<file path="config.mk">
export PLATFORM = sky130hd
export DESIGN_NAME = brr_adpcm_block_decoder
export DESIGN_NICKNAME = d
export VERILOG_FILES = /design/src/hdl/brr_dec_pkg.sv /design/src/hdl/brr_adpcm_block_decoder.sv /design/src/hdl/brr_dec_fifo.sv /design/src/hdl/brr_dec_front.sv /design/src/hdl/brr_dec_back.sv
export VERILOG_INCLUDE_DIRS = /design/src /design/src/hdl
export SDC_FILE = /design/constraint.sdc
export NUM_CORES = 1
export LEC_CHECK = 0
export BUFFER_PORTS_ARGS = -buffer_cell sky130_fd_sc_hd__buf_2
export CAP_MARGIN = 15
export CORE_UTILIZATION = 40
export CTS_BUF_LIST = sky130_fd_sc_hd__clkbuf_8
export CTS_CLUSTER_SIZE = 24
export DETAILED_ROUTE_END_ITERATION = 8
export SLEW_MARGIN = 20
export SYNTH_ARGS = -nofsm -noshare
export SYNTH_HDL_FRONTEND = slang
export SYNTH_SLANG_ARGS = --single-unit
</file>
<file path="constraint.sdc">
create_clock -name i_clk -period 12.33 [get_ports i_clk]
set_input_delay 0.6165 -clock i_clk [delete_from_list [all_inputs] [get_ports i_clk]]
set_output_delay 0.6165 -clock i_clk [all_outputs]
set_load 0.02 [all_outputs]
</file>
<file path="src/hdl/brr_adpcm_block_decoder_defines.svh">
// ----------------------------------------------------------------------------
// BRR decoder assertion macros
// Shared concurrent assertion forms, disabled while reset is asserted.
// ----------------------------------------------------------------------------
`ifndef BRR_ADPCM_BLOCK_DECODER_DEFINES_SVH
`define BRR_ADPCM_BLOCK_DECODER_DEFINES_SVH

// same-cycle implication
`define BRR_ASSERT_IMP(lbl, clk, rst_n, ante, cons, msg) \
    lbl: assert property (@(posedge clk) disable iff (!rst_n) (ante) |-> (cons)) \
        else $error(msg);

// next-cycle implication
`define BRR_ASSERT_NXT(lbl, clk, rst_n, ante, cons, msg) \
    lbl: assert property (@(posedge clk) disable iff (!rst_n) (ante) |=> (cons)) \
        else $error(msg);

`endif

</file>
<file path="src/hdl/brr_dec_pkg.sv">
// ----------------------------------------------------------------------------
// BRR decoder package
// Shared types, register indexes and constants of the BRR block decoder.
// ----------------------------------------------------------------------------
package brr_dec_pkg;

    localparam int unsigned SAMPLES     = 16;
    localparam int unsigned IDX_W       = $clog2(SAMPLES);
    localparam int unsigned NUM_BYTES   = 8;
    localparam int unsigned IN_TDATA_W  = 8 * (NUM_BYTES + 1);
    localparam int unsigned QUEUE_DEPTH = 2;   // power of two
    localparam int unsigned PTR_W       = $clog2(QUEUE_DEPTH);
    localparam int unsigned CNT_W       = $clog2(QUEUE_DEPTH + 1);

    localparam int unsigned CFG_IDX_W   = 3;
    localparam int unsigned CFG_DATA_W  = 8;

    localparam logic [CFG_IDX_W-1:0] CFG_P1_MUL_F1 = 3'd0;
    localparam logic [CFG_IDX_W-1:0] CFG_P1_MUL_F2 = 3'd1;
    localparam logic [CFG_IDX_W-1:0] CFG_P1_MUL_F3 = 3'd2;
    localparam logic [CFG_IDX_W-1:0] CFG_P1_SH_F1  = 3'd3;
    localparam logic [CFG_IDX_W-1:0] CFG_P1_SH_F2  = 3'd4;
    localparam logic [CFG_IDX_W-1:0] CFG_P1_SH_F3  = 3'd5;
    localparam logic [CFG_IDX_W-1:0] CFG_P2_MUL_F2 = 3'd6;
    localparam logic [CFG_IDX_W-1:0] CFG_P2_MUL_F3 = 3'd7;

    localparam logic [1:0] FILT_NONE = 2'd0;
    localparam logic [1:0] FILT_1    = 2'd1;
    localparam logic [1:0] FILT_2    = 2'd2;
    localparam logic [1:0] FILT_3    = 2'd3;

    localparam int unsigned HDR_END_BIT  = 0;
    localparam int unsigned HDR_LOOP_BIT = 1;

    localparam int unsigned USER_END  = 0;
    localparam int unsigned USER_LOOP = 1;

    localparam int unsigned PRED2_SHIFT = 4;

    localparam logic signed [15:0] PCM_MAX = 16'sh7FFF;
    localparam logic signed [15:0] PCM_MIN = 16'sh8000;

    typedef struct packed {
        logic [7:0] p1_mul_f1;
        logic [7:0] p1_mul_f2;
        logic [7:0] p1_mul_f3;
        logic [3:0] p1_sh_f1;
        logic [3:0] p1_sh_f2;
        logic [3:0] p1_sh_f3;
        logic [7:0] p2_mul_f2;
        logic [7:0] p2_mul_f3;
    } t_cfg;

    typedef struct packed {
        logic                          start;
        logic [7:0]                    header;
        logic [NUM_BYTES-1:0][7:0]     data;
    } t_blk;

    typedef struct packed {
        logic valid;
        t_blk blk;
    } t_push;

endpackage

</file>
<file path="src/hdl/brr_adpcm_block_decoder.sv">
// ----------------------------------------------------------------------------
// BRR ADPCM block decoder
// Top level: configuration registers, front end, block queue and back end.
// ----------------------------------------------------------------------------
// Usage:
//   s_axis carries one 9-byte BRR block per item; tuser[0] starts a new
//   stream (clears history and the finished flag before the block).
//   m_axis carries one 16-bit PCM sample per item; tlast marks the 16th
//   sample of a block, tuser flags end of stream and loop on that sample.
//   Blocks that follow an end-flagged block are dropped without output
//   until one arrives with a stream start.
//   With the back end idle, the first sample of a block passes the queue
//   write, block load and output register to m_axis. Throughput: one
//   sample per cycle while m_axis does not stall; each sample needs the
//   previous one through the single predictor/clamp datapath.
//   A two-entry queue lets the front keep taking blocks while the back works.
//   When m_axis stalls the output register holds and the back end freezes;
//   once the queue is full s_axis_tready drops. Reset clears history,
//   finished flag and queue and loads the default predictor coefficients.
//   Config writes go through i_cfg_we while idle (user's duty; not enforced).
// ----------------------------------------------------------------------------
module brr_adpcm_block_decoder (
    input  logic                                   i_clk,
    input  logic                                   i_rst_n,
    input  logic                                   i_cfg_we,
    input  logic [brr_dec_pkg::CFG_IDX_W-1:0]      i_cfg_addr,
    input  logic [brr_dec_pkg::CFG_DATA_W-1:0]     i_cfg_data,
    input  logic                                   s_axis_tvalid,
    output logic                                   s_axis_tready,
    // block_header, data_byte_0 .. data_byte_7
    input  logic [brr_dec_pkg::IN_TDATA_W-1:0]     s_axis_tdata,
    // stream_start
    input  logic [0:0]                             s_axis_tuser,
    output logic                                   m_axis_tvalid,
    input  logic                                   m_axis_tready,
    // pcm_sample
    output logic [15:0]                            m_axis_tdata,
    output logic                                   m_axis_tlast,
    // end_of_stream, loop_flag
    output logic [1:0]                             m_axis_tuser
);

    brr_dec_pkg::t_cfg  r_cfg, n_cfg;
    brr_dec_pkg::t_push w_push;
    brr_dec_pkg::t_blk  w_qblk;
    logic               w_full, w_empty, w_pop;

    always_comb begin
        n_cfg = r_cfg;
        if (i_cfg_we) begin
            unique case (i_cfg_addr)
                brr_dec_pkg::CFG_P1_MUL_F1: n_cfg.p1_mul_f1 = i_cfg_data;
                brr_dec_pkg::CFG_P1_MUL_F2: n_cfg.p1_mul_f2 = i_cfg_data;
                brr_dec_pkg::CFG_P1_MUL_F3: n_cfg.p1_mul_f3 = i_cfg_data;
                brr_dec_pkg::CFG_P1_SH_F1:  n_cfg.p1_sh_f1  = i_cfg_data[3:0];
                brr_dec_pkg::CFG_P1_SH_F2:  n_cfg.p1_sh_f2  = i_cfg_data[3:0];
                brr_dec_pkg::CFG_P1_SH_F3:  n_cfg.p1_sh_f3  = i_cfg_data[3:0];
                brr_dec_pkg::CFG_P2_MUL_F2: n_cfg.p2_mul_f2 = i_cfg_data;
                brr_dec_pkg::CFG_P2_MUL_F3: n_cfg.p2_mul_f3 = i_cfg_data;
                default: n_cfg = r_cfg;
            endcase
        end
    end

    always_ff @(posedge i_clk) begin
        if (!i_rst_n) begin
            r_cfg.p1_mul_f1 <= 8'd15;
            r_cfg.p1_mul_f2 <= 8'd61;
            r_cfg.p1_mul_f3 <= 8'd115;
            r_cfg.p1_sh_f1  <= 4'd4;
            r_cfg.p1_sh_f2  <= 4'd5;
            r_cfg.p1_sh_f3  <= 4'd6;
            r_cfg.p2_mul_f2 <= 8'd15;
            r_cfg.p2_mul_f3 <= 8'd13;
        end else begin
            r_cfg <= n_cfg;
        end
    end

    brr_dec_front u_front (
        .i_clk    (i_clk),
        .i_rst_n  (i_rst_n),
        .i_tvalid (s_axis_tvalid),
        .o_tready (s_axis_tready),
        .i_tdata  (s_axis_tdata),
        .i_tuser  (s_axis_tuser[0]),
        .i_full   (w_full),
        .o_push   (w_push)
    );

    brr_dec_fifo u_fifo (
        .i_clk   (i_clk),
        .i_rst_n (i_rst_n),
        .i_push  (w_push),
        .i_pop   (w_pop),
        .o_full  (w_full),
        .o_empty (w_empty),
        .o_blk   (w_qblk)
    );

    brr_dec_back u_back (
        .i_clk    (i_clk),
        .i_rst_n  (i_rst_n),
        .i_cfg    (r_cfg),
        .i_empty  (w_empty),
        .i_blk    (w_qblk),
        .o_pop    (w_pop),
        .o_tvalid (m_axis_tvalid),
        .i_tready (m_axis_tready),
        .o_tdata  (m_axis_tdata),
        .o_tlast  (m_axis_tlast),
        .o_tuser  (m_axis_tuser)
    );

endmodule

</file>
<file path="src/hdl/brr_dec_fifo.sv">
// ----------------------------------------------------------------------------
// BRR block queue
// Short register queue of accepted blocks between front and back.
// ----------------------------------------------------------------------------
module brr_dec_fifo (
    input  logic                i_clk,
    input  logic                i_rst_n,
    input  brr_dec_pkg::t_push  i_push,
    input  logic                i_pop,
    output logic                o_full,
    output logic                o_empty,
    output brr_dec_pkg::t_blk   o_blk
);

    brr_dec_pkg::t_blk                     r_mem [brr_dec_pkg::QUEUE_DEPTH];
    logic [brr_dec_pkg::PTR_W-1:0]         r_wr_ptr, n_wr_ptr;
    logic [brr_dec_pkg::PTR_W-1:0]         r_rd_ptr, n_rd_ptr;
    logic [brr_dec_pkg::CNT_W-1:0]         r_count,  n_count;

    assign o_full  = (r_count == brr_dec_pkg::CNT_W'(brr_dec_pkg::QUEUE_DEPTH));
    assign o_empty = (r_count == '0);
    assign o_blk   = r_mem[r_rd_ptr];

    always_comb begin
        n_wr_ptr = r_wr_ptr;
        n_rd_ptr = r_rd_ptr;
        n_count  = r_count;
        if (i_push.valid) begin
            n_wr_ptr = brr_dec_pkg::PTR_W'(r_wr_ptr + 1'b1);
        end
        if (i_pop) begin
            n_rd_ptr = brr_dec_pkg::PTR_W'(r_rd_ptr + 1'b1);
        end
        case ({i_push.valid, i_pop})
            2'b10:   n_count = brr_dec_pkg::CNT_W'(r_count + 1'b1);
            2'b01:   n_count = brr_dec_pkg::CNT_W'(r_count - 1'b1);
            default: n_count = r_count;
        endcase
    end

    always_ff @(posedge i_clk) begin
        if (!i_rst_n) begin
            r_wr_ptr <= '0;
            r_rd_ptr <= '0;
            r_count  <= '0;
        end else begin
            r_wr_ptr <= n_wr_ptr;
            r_rd_ptr <= n_rd_ptr;
            r_count  <= n_count;
        end
    end

    always_ff @(posedge i_clk) begin
        if (i_push.valid) begin
            r_mem[r_wr_ptr] <= i_push.blk;
        end
    end

endmodule

</file>
<file path="src/hdl/brr_dec_front.sv">
// ----------------------------------------------------------------------------
// BRR decoder front end
// Accepts blocks, tracks the finished-stream flag and drops blocks that
// arrive after an end-flagged block until a new stream starts.
// ----------------------------------------------------------------------------
module brr_dec_front (
    input  logic                                  i_clk,
    input  logic                                  i_rst_n,
    input  logic                                  i_tvalid,
    output logic                                  o_tready,
    input  logic [brr_dec_pkg::IN_TDATA_W-1:0]    i_tdata,
    input  logic                                  i_tuser,
    input  logic                                  i_full,
    output brr_dec_pkg::t_push                    o_push
);

    logic r_fin, n_fin;
    logic w_accept;
    logic w_end;

    assign o_tready = !i_full;
    assign w_accept = i_tvalid && o_tready;
    assign w_end    = i_tdata[brr_dec_pkg::HDR_END_BIT];

    always_comb begin
        o_push.blk.start  = i_tuser;
        o_push.blk.header = i_tdata[7:0];
        o_push.blk.data   = i_tdata[brr_dec_pkg::IN_TDATA_W-1:8];
        // a finished stream swallows blocks until one carries a start
        o_push.valid      = w_accept && (i_tuser || !r_fin);
        n_fin             = r_fin;
        if (w_accept) begin
            n_fin = (i_tuser ? 1'b0 : r_fin) | w_end;
        end
    end

    always_ff @(posedge i_clk) begin
        if (!i_rst_n) begin
            r_fin <= 1'b0;
        end else begin
            r_fin <= n_fin;
        end
    end

endmodule

</file>
<file path="src/hdl/brr_dec_back.sv">
// ----------------------------------------------------------------------------
// BRR decoder back end
// Decodes one queued block into 16 samples, one per cycle unless stalled,
// through the predictor and clamp, into a registered output stage.
// ----------------------------------------------------------------------------
`include "brr_adpcm_block_decoder_defines.svh"

module brr_dec_back (
    input  logic               i_clk,
    input  logic               i_rst_n,
    input  brr_dec_pkg::t_cfg  i_cfg,
    input  logic               i_empty,
    input  brr_dec_pkg::t_blk  i_blk,
    output logic               o_pop,
    output logic               o_tvalid,
    input  logic               i_tready,
    output logic [15:0]        o_tdata,
    output logic               o_tlast,
    output logic [1:0]         o_tuser
);

    logic                           r_busy, n_busy;
    logic [brr_dec_pkg::IDX_W-1:0]  r_idx,  n_idx;
    logic signed [15:0]             r_prev1, n_prev1;
    logic signed [15:0]             r_prev2, n_prev2;
    logic                           r_out_valid, n_out_valid;
    brr_dec_pkg::t_blk              r_blk;
    logic signed [15:0]             r_out_pcm;
    logic                           r_out_last;
    logic [1:0]                     r_out_user;

    logic               w_adv, w_step, w_final, w_pop, w_last;
    logic [7:0]         w_byte;
    logic [3:0]         w_nib;
    logic [3:0]         w_range;
    logic [1:0]         w_filt;
    logic [7:0]         w_m1, w_m2;
    logic [3:0]         w_sh1;
    logic signed [18:0] w_scaled;
    logic signed [24:0] w_prod1, w_prod2;
    logic signed [24:0] w_term1, w_term2;
    logic signed [25:0] w_sum;
    logic signed [15:0] w_sample;

    assign w_adv   = !r_out_valid || i_tready;
    assign w_step  = r_busy && w_adv;
    assign w_last  = (r_idx == brr_dec_pkg::IDX_W'(brr_dec_pkg::SAMPLES - 1));
    assign w_final = w_step && w_last;
    // next block loads in the cycle the last sample leaves
    assign w_pop   = !i_empty && (!r_busy || w_final);
    assign o_pop   = w_pop;

    assign w_byte  = r_blk.data[r_idx[brr_dec_pkg::IDX_W-1:1]];
    assign w_nib   = r_idx[0] ? w_byte[3:0] : w_byte[7:4];
    assign w_range = r_blk.header[7:4];
    assign w_filt  = r_blk.header[3:2];

    always_comb begin
        unique case (w_filt)
            brr_dec_pkg::FILT_NONE: begin
                w_m1 = '0; w_sh1 = '0; w_m2 = '0;
            end
            brr_dec_pkg::FILT_1: begin
                w_m1 = i_cfg.p1_mul_f1; w_sh1 = i_cfg.p1_sh_f1; w_m2 = '0;
            end
            brr_dec_pkg::FILT_2: begin
                w_m1 = i_cfg.p1_mul_f2; w_sh1 = i_cfg.p1_sh_f2; w_m2 = i_cfg.p2_mul_f2;
            end
            brr_dec_pkg::FILT_3: begin
                w_m1 = i_cfg.p1_mul_f3; w_sh1 = i_cfg.p1_sh_f3; w_m2 = i_cfg.p2_mul_f3;
            end
            default: begin
                w_m1 = '0; w_sh1 = '0; w_m2 = '0;
            end
        endcase
    end

    always_comb begin
        w_scaled = 19'($signed(w_nib)) <<< w_range;
        w_prod1  = 25'(r_prev1) * 25'($signed({1'b0, w_m1}));
        w_prod2  = 25'(r_prev2) * 25'($signed({1'b0, w_m2}));
        w_term1  = w_prod1 >>> w_sh1;
        w_term2  = w_prod2 >>> brr_dec_pkg::PRED2_SHIFT;
        w_sum    = 26'(w_scaled) + 26'(w_term1) - 26'(w_term2);
        if (w_sum > 26'(brr_dec_pkg::PCM_MAX)) begin
            w_sample = brr_dec_pkg::PCM_MAX;
        end else if (w_sum < 26'(brr_dec_pkg::PCM_MIN)) begin
            w_sample = brr_dec_pkg::PCM_MIN;
        end else begin
            w_sample = 16'(w_sum);
        end
    end

    always_comb begin
        n_busy      = r_busy;
        n_idx       = r_idx;
        n_prev1     = r_prev1;
        n_prev2     = r_prev2;
        n_out_valid = r_out_valid;
        if (w_step) begin
            n_idx       = brr_dec_pkg::IDX_W'(r_idx + 1'b1);
            n_prev2     = r_prev1;
            n_prev1     = w_sample;
            n_out_valid = 1'b1;
            if (w_last) begin
                n_busy = 1'b0;
            end
        end else if (i_tready) begin
            n_out_valid = 1'b0;
        end
        if (w_pop) begin
            n_busy = 1'b1;
            n_idx  = '0;
            if (i_blk.start) begin
                n_prev1 = '0;
                n_prev2 = '0;
            end
        end
    end

    always_ff @(posedge i_clk) begin
        if (!i_rst_n) begin
            r_busy      <= 1'b0;
            r_idx       <= '0;
            r_prev1     <= '0;
            r_prev2     <= '0;
            r_out_valid <= 1'b0;
        end else begin
            r_busy      <= n_busy;
            r_idx       <= n_idx;
            r_prev1     <= n_prev1;
            r_prev2     <= n_prev2;
            r_out_valid <= n_out_valid;
        end
    end

    always_ff @(posedge i_clk) begin
        if (w_pop) begin
            r_blk <= i_blk;
        end
        if (w_step) begin
            r_out_pcm                       <= w_sample;
            r_out_last                      <= w_last;
            r_out_user[brr_dec_pkg::USER_END] <=
                w_last && r_blk.header[brr_dec_pkg::HDR_END_BIT];
            r_out_user[brr_dec_pkg::USER_LOOP] <=
                w_last && r_blk.header[brr_dec_pkg::HDR_END_BIT]
                       && r_blk.header[brr_dec_pkg::HDR_LOOP_BIT];
        end
    end

    assign o_tvalid = r_out_valid;
    assign o_tdata  = r_out_pcm;
    assign o_tlast  = r_out_last;
    assign o_tuser  = r_out_user;

    `BRR_ASSERT_NXT(a_final_is_last, i_clk, i_rst_n, w_final,
        o_tvalid && o_tlast, "sixteenth sample lacks tlast")
    `BRR_ASSERT_IMP(a_flags_on_last, i_clk, i_rst_n,
        r_out_valid && (r_out_user != 2'b00), r_out_last,
        "end or loop flag off the last sample")
    `BRR_ASSERT_IMP(a_loop_needs_end, i_clk, i_rst_n,
        r_out_valid && r_out_user[brr_dec_pkg::USER_LOOP],
        r_out_user[brr_dec_pkg::USER_END], "loop flag without end flag")
    `BRR_ASSERT_NXT(a_start_clears, i_clk, i_rst_n, w_pop && i_blk.start,
        r_busy && (r_idx == '0) && (r_prev1 == '0) && (r_prev2 == '0),
        "stream start did not clear history")

endmodule
</file>
**After elaboration in Yosys (flattened, before gate mapping)**

Memories as Yosys holds them, arrays and structs flattened. A register that Yosys moved wholly into a read port is not among the register bits.
Cells that the tools add are included.

- Register bits: 186
- Bits in read-only memories: 0
- Bits in latches: 0
- Output and inout port bits: 21
- Memory bits (writable): 146
- Word-level logic and storage cells: 118
- Memories: 1
- Input port bits: 89

- Eq/ne operators: 14
- $lt $le $gt $ge: 3
- Shifts and indexed selects: 2
- Add/subtract/negate cells: 7
- Div/mod/pow operators: 0
- Bitwise gates (word level): 2
- Multiply operators: 2
- Reduce and logical (&&, ||, !) cells: 33
- Mux-type cells: 25

Memory list:

| memory | words | bits a word | rd ports | clocked after memory_dff | wr ports | line | text |
|---|---|---|---|---|---|---|---|
| u_fifo.r_mem | 2 | 73 | 1 | 1 | 1 | brr_dec_fifo.sv:15 | `brr_dec_pkg::t_blk r_mem [brr_dec_pkg::QUEUE_DEPTH];` |

Operators by type and width:

| operator | count |
|---|---|
| $mux W16 | 8 |
| $mul A16 B9 Y25 | 2 |
| $pmux W8 S4 | 1 |
| $add A19 B25 Y26 | 1 |
| $gt A26 B16 Y1 const B | 1 |
| $lt A26 B16 Y1 const B | 1 |
| $sub A26 B21 Y26 | 1 |
| $sshr A25 B4 Y25 | 1 |
| $bmux W8 S3 | 1 |
| $pmux W8 S3 | 1 |
| $sshl A4 B4 Y19 | 1 |
| $reduce_and A2 Y1 | 9 |
| $pmux W4 S4 | 1 |
| $eq A3 B3 Y1 const B | 4 |
| $mux W1 | 10 |
| $eq A2 B2 Y1 const B | 4 |
| $mux W8 | 1 |
| $reduce_bool A2 Y1 | 4 |
| $logic_and A1 B1 Y1 | 7 |
| $eq A3 B2 Y1 const B | 2 |
| $logic_not A1 Y1 | 5 |
| $add A4 B1 Y4 const B | 1 |
| $eq A2 B1 Y1 const B | 2 |
| $eq A4 B4 Y1 const B | 1 |
| other kinds (13) | 18 |

**Longest topological paths before layout**

Gate-level depths: netlist of the first run.

- Word-level depth: 12
- Gate-level depth with buffers: 42
- Depth with buffers taken out: 36

**Cells and area by module**

Synthesis of the first run repeated with hierarchy kept, for this count alone.

- Cells, all modules: 2528
- Area, all modules: 26180.1 um^2

Modules (own cells, without submodules):

| module | times used | area each (um^2) | cells each | sequential area each (um^2) |
|---|---|---|---|---|
| brr_dec_back | 1 | 18033.5 | 2002 | 3493.4 |
| brr_dec_fifo | 1 | 5480.3 | 249 | 4484.3 |
| brr_adpcm_block_decoder | 1 | 2057.0 | 195 | 1041.0 |
| brr_dec_front | 1 | 609.3 | 82 | 20.0 |

**Worst setup path after synthesis of the first run**

Ideal clock, no wire load.

- Path type: register -> register
- From: reg u_back.r_blk[66] (netlist name)
- To: reg u_back.r_prev1[10]
- Setup time: 0.143 ns
- Buffers on the path: 5
- Path slack: 2.448 ns
- Period minus slack after synthesis: 9.882 ns
- Cell stages (with the launch flop): 40
- Data required time: 12.187 ns
- Arrival: 9.739 ns
- Cells stage by stage: edfxtp_1 > buf_1 > clkbuf_1 > mux2_2 > a22o_1 > clkbuf_1 > nand2_1 > fa_1 > inv_1 > fa_1 > fa_1 > inv_1 > fa_1 > inv_1 > ha_1 > a211o_1 > a21oi_1 > o31ai_1 > [... 4 more ...] > a211o_1 > mux2i_1 > mux2i_1 > fa_1 > inv_1 > ha_1 > nand2_1 > or3_1 > a211o_1 > a31oi_4 > nor4b_1 > or4b_1 > nor2_1 > a41o_2 > and2_1 > buf_6 > buf_12 > a211oi_2

- Cells in the longest elaborated chain, start to end: 12
- Elaborated cells between the ends (all ways): 20

Ends and longest elaborated chain:

| what | line | text |
|---|---|---|
| from (decl) | brr_dec_back.sv:27 | `brr_dec_pkg::t_blk r_blk;` |
| from (signal assigned) | brr_dec_back.sv:139 | `r_blk <= i_blk;` |
| $eq A2 B2 Y1, or another cell as far along | brr_dec_back.sv:59 | `unique case (w_filt)` |
| $pmux W8 S4 | brr_dec_back.sv:59 |  |
| $mul A16 B9 Y25 | brr_dec_back.sv:80 | `w_prod1 = 25'(r_prev1) * 25'($signed({1'b0, w_m1}));` |
| $sshr A25 B4 Y25 | brr_dec_back.sv:82 | `w_term1 = w_prod1 >>> w_sh1;` |
| $add A19 B25 Y26 | brr_dec_back.sv:84 | `w_sum = 26'(w_scaled) + 26'(w_term1) - 26'(w_term2);` |
| $sub A26 B21 Y26 * | brr_dec_back.sv:84 |  |
| $lt A26 B16 Y1 | brr_dec_back.sv:87 | `end else if (w_sum < 26'(brr_dec_pkg::PCM_MIN)) begin` |
| $mux W16 | brr_dec_back.sv:87 |  |
| $mux W16 * | brr_dec_back.sv:85 | `if (w_sum > 26'(brr_dec_pkg::PCM_MAX)) begin` |
| $mux W16 * | brr_dec_back.sv:100 | `if (w_step) begin` |
| $mux W16 | brr_dec_back.sv:114 | `if (i_blk.start) begin` |
| $mux W16 * | brr_dec_back.sv:111 | `if (w_pop) begin` |
| to (signal assigned) | brr_dec_back.sv:131 | `r_prev1 <= n_prev1;` |
| to (decl) | brr_dec_back.sv:24 | `logic signed [15:0] r_prev1, n_prev1;` |

Every way passes the cells marked *; elsewhere a longest branch is shown, timed or not.
A chain may end at the register's enable or synchronous reset.

**Final worst setup path of the first run**

- From: reg u_back.r_blk[66] (netlist name)
- To: reg u_back.r_prev1[2]

Same word-level chain as after synthesis.

==> qor.yml, run 1 <==
grt:
  grt_antenna_before_repair: 4
  grt_max_degree: 74
  first_global_vias: 18200
  overflow: 0
  groute.usage.overall_pct: 19.2
  grt_first_pass_wirelength_mm: 96.6
route:
  routed-via-count: 17300
  totalWireLength_mm: 59.6
  drc: 0
  wl_per_cell_um: 17.4
  drtIter0Drc: 1148
  vias_per_cell: 5.06
  firstDrtPassIters: 5
  ant_nets: 0
synth:
  ys_top_cells_by_area: "edfxtp_1 28%, fa_1 18%, dfxtp_1 7.6%"
  ys_seq_area_share_pct: 35.8
  synth-edff-count: 237
  yosysMostFrequentCell: "inv_1"
  synth_area_mm2: 0.0252
  synth_area_leader_cell: "edfxtp_1"
  yosysUniqueCellTypes: 73
  syn-num-nets: 2893
  ys_ff_latch: 333
  synth_flop_cell: "edfxtp_1"
  synth_top_area_share_pct: 28.2
  yosysWarningCount: 0
  ys_async_sr_fraction_pct: 0
  synth.avg_cell_area_um2: 10.3
  synth_common_cells: "344 x inv_1, 340 x nand2_1, 237 x edfxtp_1"
  syn_inst: 2450
timing:
  min_period_ns: 11.36
  rsz0062_at_grt: "false"
  finalSetupViolations: 0
  finalSetupTns_ns: 0
  hold_viol_final: 0
  drv_slew: 0
  post-route-period-util_pct: 92.1
  fmax_mhz: 88.1
  maxSlewHeadroom_pct: 23.3
  worst_slew_pin_slew_ns: 1.15
  clock_skew_ns: 0.0360
outcome:
  status: "finished clean"
floorplan:
  design.die.area_mm2: 0.0641
  die_w_um: 253
  ioPinCount: 110
  start_util_pct: 40.7
  die_y_um: 253
  rows: 91
  core_mm2: 0.0621
place:
  place_area_mm2: 0.0266
  hpwl_mm: 44.9
  place.port_buffers: 109
  gp_congestion: 0.893
clocking:
  cts_buffer_depth: 3
  cts_setup_buffers: 0
  htree_levels: 2
  root_buffer: "clkbuf_8"
  cts_tree: "done"
  path_clk_slew_ns: 0.07
  worstSkewPairLatency_ns: 0.67
  ctsResizeCount: 0
  cts_inserted_buffers: 58
  cts_hold_buffers: 0
  cts.sinks: 333
finish:
  stdcell_area_mm2: 0.0277
  utilization_pct: 44.7
  nFillCells: 5885
  area_delta_synth_final_pct: 9.85
  nets: 2976
  drive_above_1_share_pct: 13.6
setup_path:
  arrival_ns: 11.86
  critPathMaxFanout: 16
  slowest_delay_ns: 0.74
  crit_top_cell: "fa_1"
  cpMaxStageDelayCell: "edfxtp_1"
  required_ns: 12.83
  crit_type: "flop to flop"
  cp-start-kind: "flop"
  cp-end-kind: "flop"
flow_run:
  cap_violations: 0
worst_hold_path:
  min-delay-path-class: "input pin to flop"
cells by family (layout without fill, tap and decap cells):
kind of cell	after synthesis	after routing	synth area share (%)
simple gates	735	735	13.7
buf+inv	452	582	6.85
fa+ha+maj	354	354	24.4
compound gates	334	334	9.06
flops	333	333	35.8
mux	172	172	7.73
xor+xnor	70	70	2.43
other cells	0	1	0
per-layer routing:
metal  vias up  part of all wire [%]  routed length [um]  GRT usage (%)
met4         6                   2.4                1430           5.75
met2       410                    47               27900           32.0
li1       8307                     -                   -              -
met5         -                 0.065                  39              0
met1      8481                    45               26800           25.3
met3        90                   5.8                3460           3.66
sequential cells by signal, indices dropped and copies added (netlist names), 2 cells and up, named ones only:
register,flops
u_back.r_idx,4
u_fifo.r_count,2
u_back.r_prev2,16
u_back.r_blk,72
u_back.o_tuser,2
u_back.r_prev1,16
r_cfg,52
u_fifo.r_mem,146
u_back.o_tdata,16
critical path: cells and delay by family (launching register included):
| family | cells | cell delay (ns) |
|---|---|---|
| AO/OA/AOI/OAI | 11 | 3.65 |
| adder cells (fa/ha/maj) | 7 | 3.28 |
| AND/OR/NAND/NOR | 8 | 2.57 |
| flip-flops | 1 | 0.74 |
| multiplexers | 3 | 0.53 |
| XOR/XNOR | 1 | 0.21 |
| buffers and inverters | 4 | 0.19 |
final timing paths:
check / from / to / slack (ns) / cells past startpoint
worst max-delay path: u_back.r_blk[66] / u_back.r_prev1[2] / 0.97 / 34
worst max register to register: u_back.r_blk[66] / u_back.r_prev1[2] / 0.97 / 34
worst min register to register: r_cfg[41] / r_cfg[41] / 0.47 / 2
worst min-delay path: s_axis_tdata[60] / u_fifo.r_mem[1][52] / 0.13 / 1
area by class of cell:
type | count | area [um^2] | share of cell area, %
multi-input cells | 1665 | 14500 | 52.3
flip-flops and latches | 333 | 9040 | 32.6
inverters | 345 | 1300 | 4.68
well taps | 837 | 1050 | 3.78
clock buffers | 61 | 840 | 3.03
repair buffers | 130 | 703 | 2.54
clock inverters | 46 | 285 | 1.03
diodes | 1 | 2.50 | 0.00903
layout by cell type, fill, tap and decap left out, types with 7 or more instances in the layout:
master / n
a21oi_1: 92
buf_4: 21
a21boi_0: 23
or3_1: 7
xnor2_1: 51
nand2_1: 340
a221oi_1: 12
mux4_2: 9
a21o_1: 28
o21a_1: 16
nor3_1: 12
o21ai_0: 53
a22oi_1: 9
mux2_2: 93
a211oi_2: 11
dfxtp_1: 95
clkinv_2: 15
clkbuf_8: 61
a22o_1: 9
nand2b_1: 20
xor2_1: 19
o21bai_1: 10
nor2b_1: 52
o211ai_1: 11
inv_1: 355
and2_1: 121
nand3_1: 48
buf_2: 109
a211oi_1: 9
ha_1: 125
a31oi_1: 8
edfxtp_1: 237
clkinv_1: 11
nand4_1: 8
nor2_1: 93
mux2i_1: 70
fa_1: 229
metrics by stage:
stage	hold slack (ns)	setup WS, ns	instances
2_1_floorplan	0.435	2.45	2450
3_5_place_dp	0.455	0.974	3310
5_1_grt	0.0884	0.0370	3417
4_1_cts	0.0613	0.950	3417
3_3_place_gp	0.449	1.37	3310
6_report	0.132	0.973	3418
Power of run 1 is left out: the tool's default activity adds up to more than one toggle a clock period on the data nets, which glitch-free logic cannot reach.
==> run 2, diff against run 1 <==
Settings changed: CORE_MARGIN from default to 2.
==> qor.yml, run 2 (synthesis gave the netlist of run 1 again) <==
outcome:
  status: "finished clean"
clocking:
  cts.sinks: 333
  ctsResizeCount: 0
  root_buffer: "clkbuf_8"
  cts_buffer_depth: 3
  path_clk_slew_ns: 0.06
  cts_setup_buffers: 0
  worstSkewPairLatency_ns: 0.63
  cts_hold_buffers: 0
  cts_tree: "done"
  cts_inserted_buffers: 57
  htree_levels: 2
floorplan:
  start_util_pct: 40.2
  core_mm2: 0.0627
  design.die.area_mm2: 0.0651
  die_w_um: 255
  die_y_um: 255
  ioPinCount: 110
  rows: 92
finish:
  mostFrequentLayoutCell: "inv_1"
  utilization_pct: 44.2
  nets: 2976
  area_delta_synth_final_pct: 9.80
  nFillCells: 5986
  stdcell_area_mm2: 0.0277
  drive_above_1_share_pct: 13.1
  reg.largest.list: "u_fifo.r_mem x146, u_back.r_blk x72, r_cfg x52"
  layout_common_cells: "359 x inv_1, 340 x nand2_1, 237 x edfxtp_1"
  largest_reg_flops: 146
  regMostFlops: "u_fifo.r_mem"
timing:
  finalSetupTns_ns: 0
  hold_viol_final: 0
  post-route-period-util_pct: 89.2
  rsz0062_at_grt: "false"
  min_period_ns: 10.99
  fmax_mhz: 91.0
  drv_slew: 0
  worst_slew_pin_slew_ns: 1.06
  maxSlewHeadroom_pct: 29.7
  clock_skew_ns: 0.0345
  finalSetupViolations: 0
route:
  ant_nets: 0
  drc: 0
  vias_per_cell: 5.08
  drtIter0Drc: 1178
  totalWireLength_mm: 59.4
  firstDrtPassIters: 7
  routed-via-count: 17400
  wl_per_cell_um: 17.3
worst_hold_path:
  min-delay-path-class: "input pin to flop"
grt:
  grt_antenna_before_repair: 9
  first_global_vias: 18500
  groute.usage.overall_pct: 18.8
  grt_max_degree: 74
  grt_first_pass_wirelength_mm: 96.9
  overflow: 0
setup_path:
  critPathMaxFanout: 16
  cp-start-kind: "flop"
  arrival_ns: 11.43
  crit_type: "flop to flop"
  required_ns: 12.77
  cpMaxStageDelayCell: "and2_1"
  slowest_delay_ns: 0.66
  cp-end-kind: "flop"
  crit_buf_inv: 6
  cp_top_family: "adder cells"
place:
  hpwl_mm: 45.5
  gp_congestion: 0.919
  place.port_buffers: 109
  place_area_mm2: 0.0266
flow_run:
  cap_violations: 0
==> run 2: worst register-to-register path: cells and delay by family, from the launching register on <==
| kind | cells | cell delay [ns] |
|---|---|---|
| xor+xnor | 1 | 0.50 |
| fa+ha+maj | 7 | 3.31 |
| simple gates | 9 | 2.64 |
| compound gates | 11 | 3.16 |
| flops | 1 | 0.38 |
| buf+inv | 6 | 0.83 |
==> run 2: layout make-up <==
class,instances,area (um^2),area share (%)
Sequential cell,333,9040,32.6
Multi-Input combinational cell,1665,14500,52.3
Tap cell,846,1060,3.82
Clock inverter,47,298,1.07
Timing Repair Buffer,131,711,2.57
Clock buffer,58,798,2.88
Inverter,345,1290,4.67
Antenna cell,1,2.50,0.00903
==> run 2: worst paths after layout <==
kind | start | endpoint | slack [ns] | cells after the start
max | u_back.r_blk[67] | u_back.r_prev1[0] | 1.34 | 34
min | s_axis_tdata[31] | u_fifo.r_mem[0][23] | 0.17 | 1
max reg2reg | u_back.r_blk[67] | u_back.r_prev1[0] | 1.34 | 34
min reg2reg | r_cfg[38] | r_cfg[38] | 0.47 | 2
==> run 2: layer usage <==
metal	GRT usage, %	share of wire, %
met1	25.6	46
met4	4.64	2.0
met3	2.78	4.6
met5	0	0.17
met2	31.7	47
==> run 2: metrics by stage <==
step,std cells,hold slack [ns],worst slack (ns)
floorplan,2450,0.435,2.45
global placement,3320,0.451,1.75
detailed placement,3320,0.454,1.45
CTS,3425,0.114,1.40
global route,3425,0.120,0.501
finish,3426,0.174,1.34
Power of run 2 is left out for the same reason.
==> run 3, diff against run 2 <==
Settings changed: CORE_UTILIZATION 40 to 62, PLACE_DENSITY from default to 0.8.
==> qor.yml, run 3 (synthesis gave the netlist of run 1 again) <==
outcome:
  status: "finished clean"
floorplan:
  rows: 73
  core_mm2: 0.0399
  die_y_um: 206
  start_util_pct: 63.2
  die_w_um: 206
  ioPinCount: 110
  design.die.area_mm2: 0.0423
clocking:
  worstSkewPairLatency_ns: 0.64
  ctsResizeCount: 0
  cts_tree: "done"
  root_buffer: "clkbuf_8"
  cts_hold_buffers: 0
  path_clk_slew_ns: 0.07
  htree_levels: 2
  cts_inserted_buffers: 52
  cts.sinks: 333
  cts_setup_buffers: 0
  cts_buffer_depth: 3
timing:
  worst_slew_pin_slew_ns: 1.14
  drv_slew: 0
  maxSlewHeadroom_pct: 23.9
  rsz0062_at_grt: "false"
  hold_viol_final: 0
  finalSetupTns_ns: 0
  finalSetupViolations: 0
  min_period_ns: 11.18
  fmax_mhz: 89.4
  clock_skew_ns: 0.0356
  post-route-period-util_pct: 90.7
route:
  vias_per_cell: 5.75
  drc: 0
  drtIter0Drc: 1203
  routed-via-count: 17800
  totalWireLength_mm: 58.0
  ant_nets: 0
  wl_per_cell_um: 18.8
  firstDrtPassIters: 5
setup_path:
  critPathMaxFanout: 17
  cp_top_family: "adder cells"
  crit_type: "flop to flop"
  crit_top_cell: "fa_1"
  slowest_delay_ns: 0.81
  arrival_ns: 11.66
  cpMaxStageDelayCell: "edfxtp_1"
  crit_buf_inv: 5
  cp-start-kind: "flop"
  cp-end-kind: "flop"
  required_ns: 12.81
finish:
  reg.largest.list: "u_fifo.r_mem x146, u_back.r_blk x72, r_cfg x52"
  layout_common_cells: "357 x inv_1, 340 x nand2_1, 237 x edfxtp_1"
  mostFrequentLayoutCell: "inv_1"
  largest_reg_flops: 146
  regMostFlops: "u_fifo.r_mem"
  area_delta_synth_final_pct: 7.95
  drive_above_1_share_pct: 13.3
  nFillCells: 2976
  nets: 2968
grt:
  grt_max_degree: 74
  overflow: 0
  grt_first_pass_wirelength_mm: 93.8
  groute.usage.overall_pct: 28.4
  grt_antenna_before_repair: 3
  first_global_vias: 18300
place:
  place.port_buffers: 109
  hpwl_mm: 43.4
  gp_congestion: 0.939
worst_hold_path:
  min-delay-path-class: "input pin to flop"
flow_run:
  cap_violations: 0
==> run 3: through the flow <==
stage / std cells / worst slack [ns] / hold WS, ns / area, um^2 / util [%]
2_1_floorplan: 2450 / 2.45 / 0.435 / 25200 / -
3_3_place_gp: 2996 / 1.59 / 0.450 / 26200 / 65.6
3_5_place_dp: 2996 / 1.28 / 0.457 / 26200 / 65.6
4_1_cts: 3090 / 1.21 / 0.141 / 27200 / 68.2
5_1_grt: 3090 / 0.350 / 0.152 / 27200 / 68.2
6_report: 3092 / 1.15 / 0.179 / 27200 / 68.2
==> run 3: per-layer routing <==
metal  part of all wire (%)  up-vias  global-route usage [%]
met5                  0.047        -                       0
met4                    3.2        4                    9.82
met3                    6.0      129                    4.64
met2                     49      579                    48.3
met1                     42     8780                    37.0
li1                       -     8290                       -
==> run 3: area by class of cell <==
class / instances / area, um^2 / area share (%)
multi-input combinational: 1665 / 14500 / 53.3
sequential: 333 / 9040 / 33.2
inverter: 345 / 1290 / 4.75
clock buffer: 57 / 785 / 2.88
timing repair buffer: 128 / 688 / 2.53
tap: 525 / 657 / 2.41
clock inverter: 37 / 260 / 0.955
antenna: 2 / 5.00 / 0.0184
==> run 3: path summary, 6_finish.rpt <==
kind | startpoint | endpoint | slack, ns | depth (start not counted)
worst min register to register | r_cfg[4] | r_cfg[4] | 0.47 | 2
worst max-delay path | u_back.r_blk[66] | u_back.r_prev1[3] | 1.15 | 35
worst max register to register | u_back.r_blk[66] | u_back.r_prev1[3] | 1.15 | 35
worst min-delay path | s_axis_tdata[5] | u_fifo.r_mem[0][69] | 0.18 | 1
Power of run 3 is left out for the same reason.
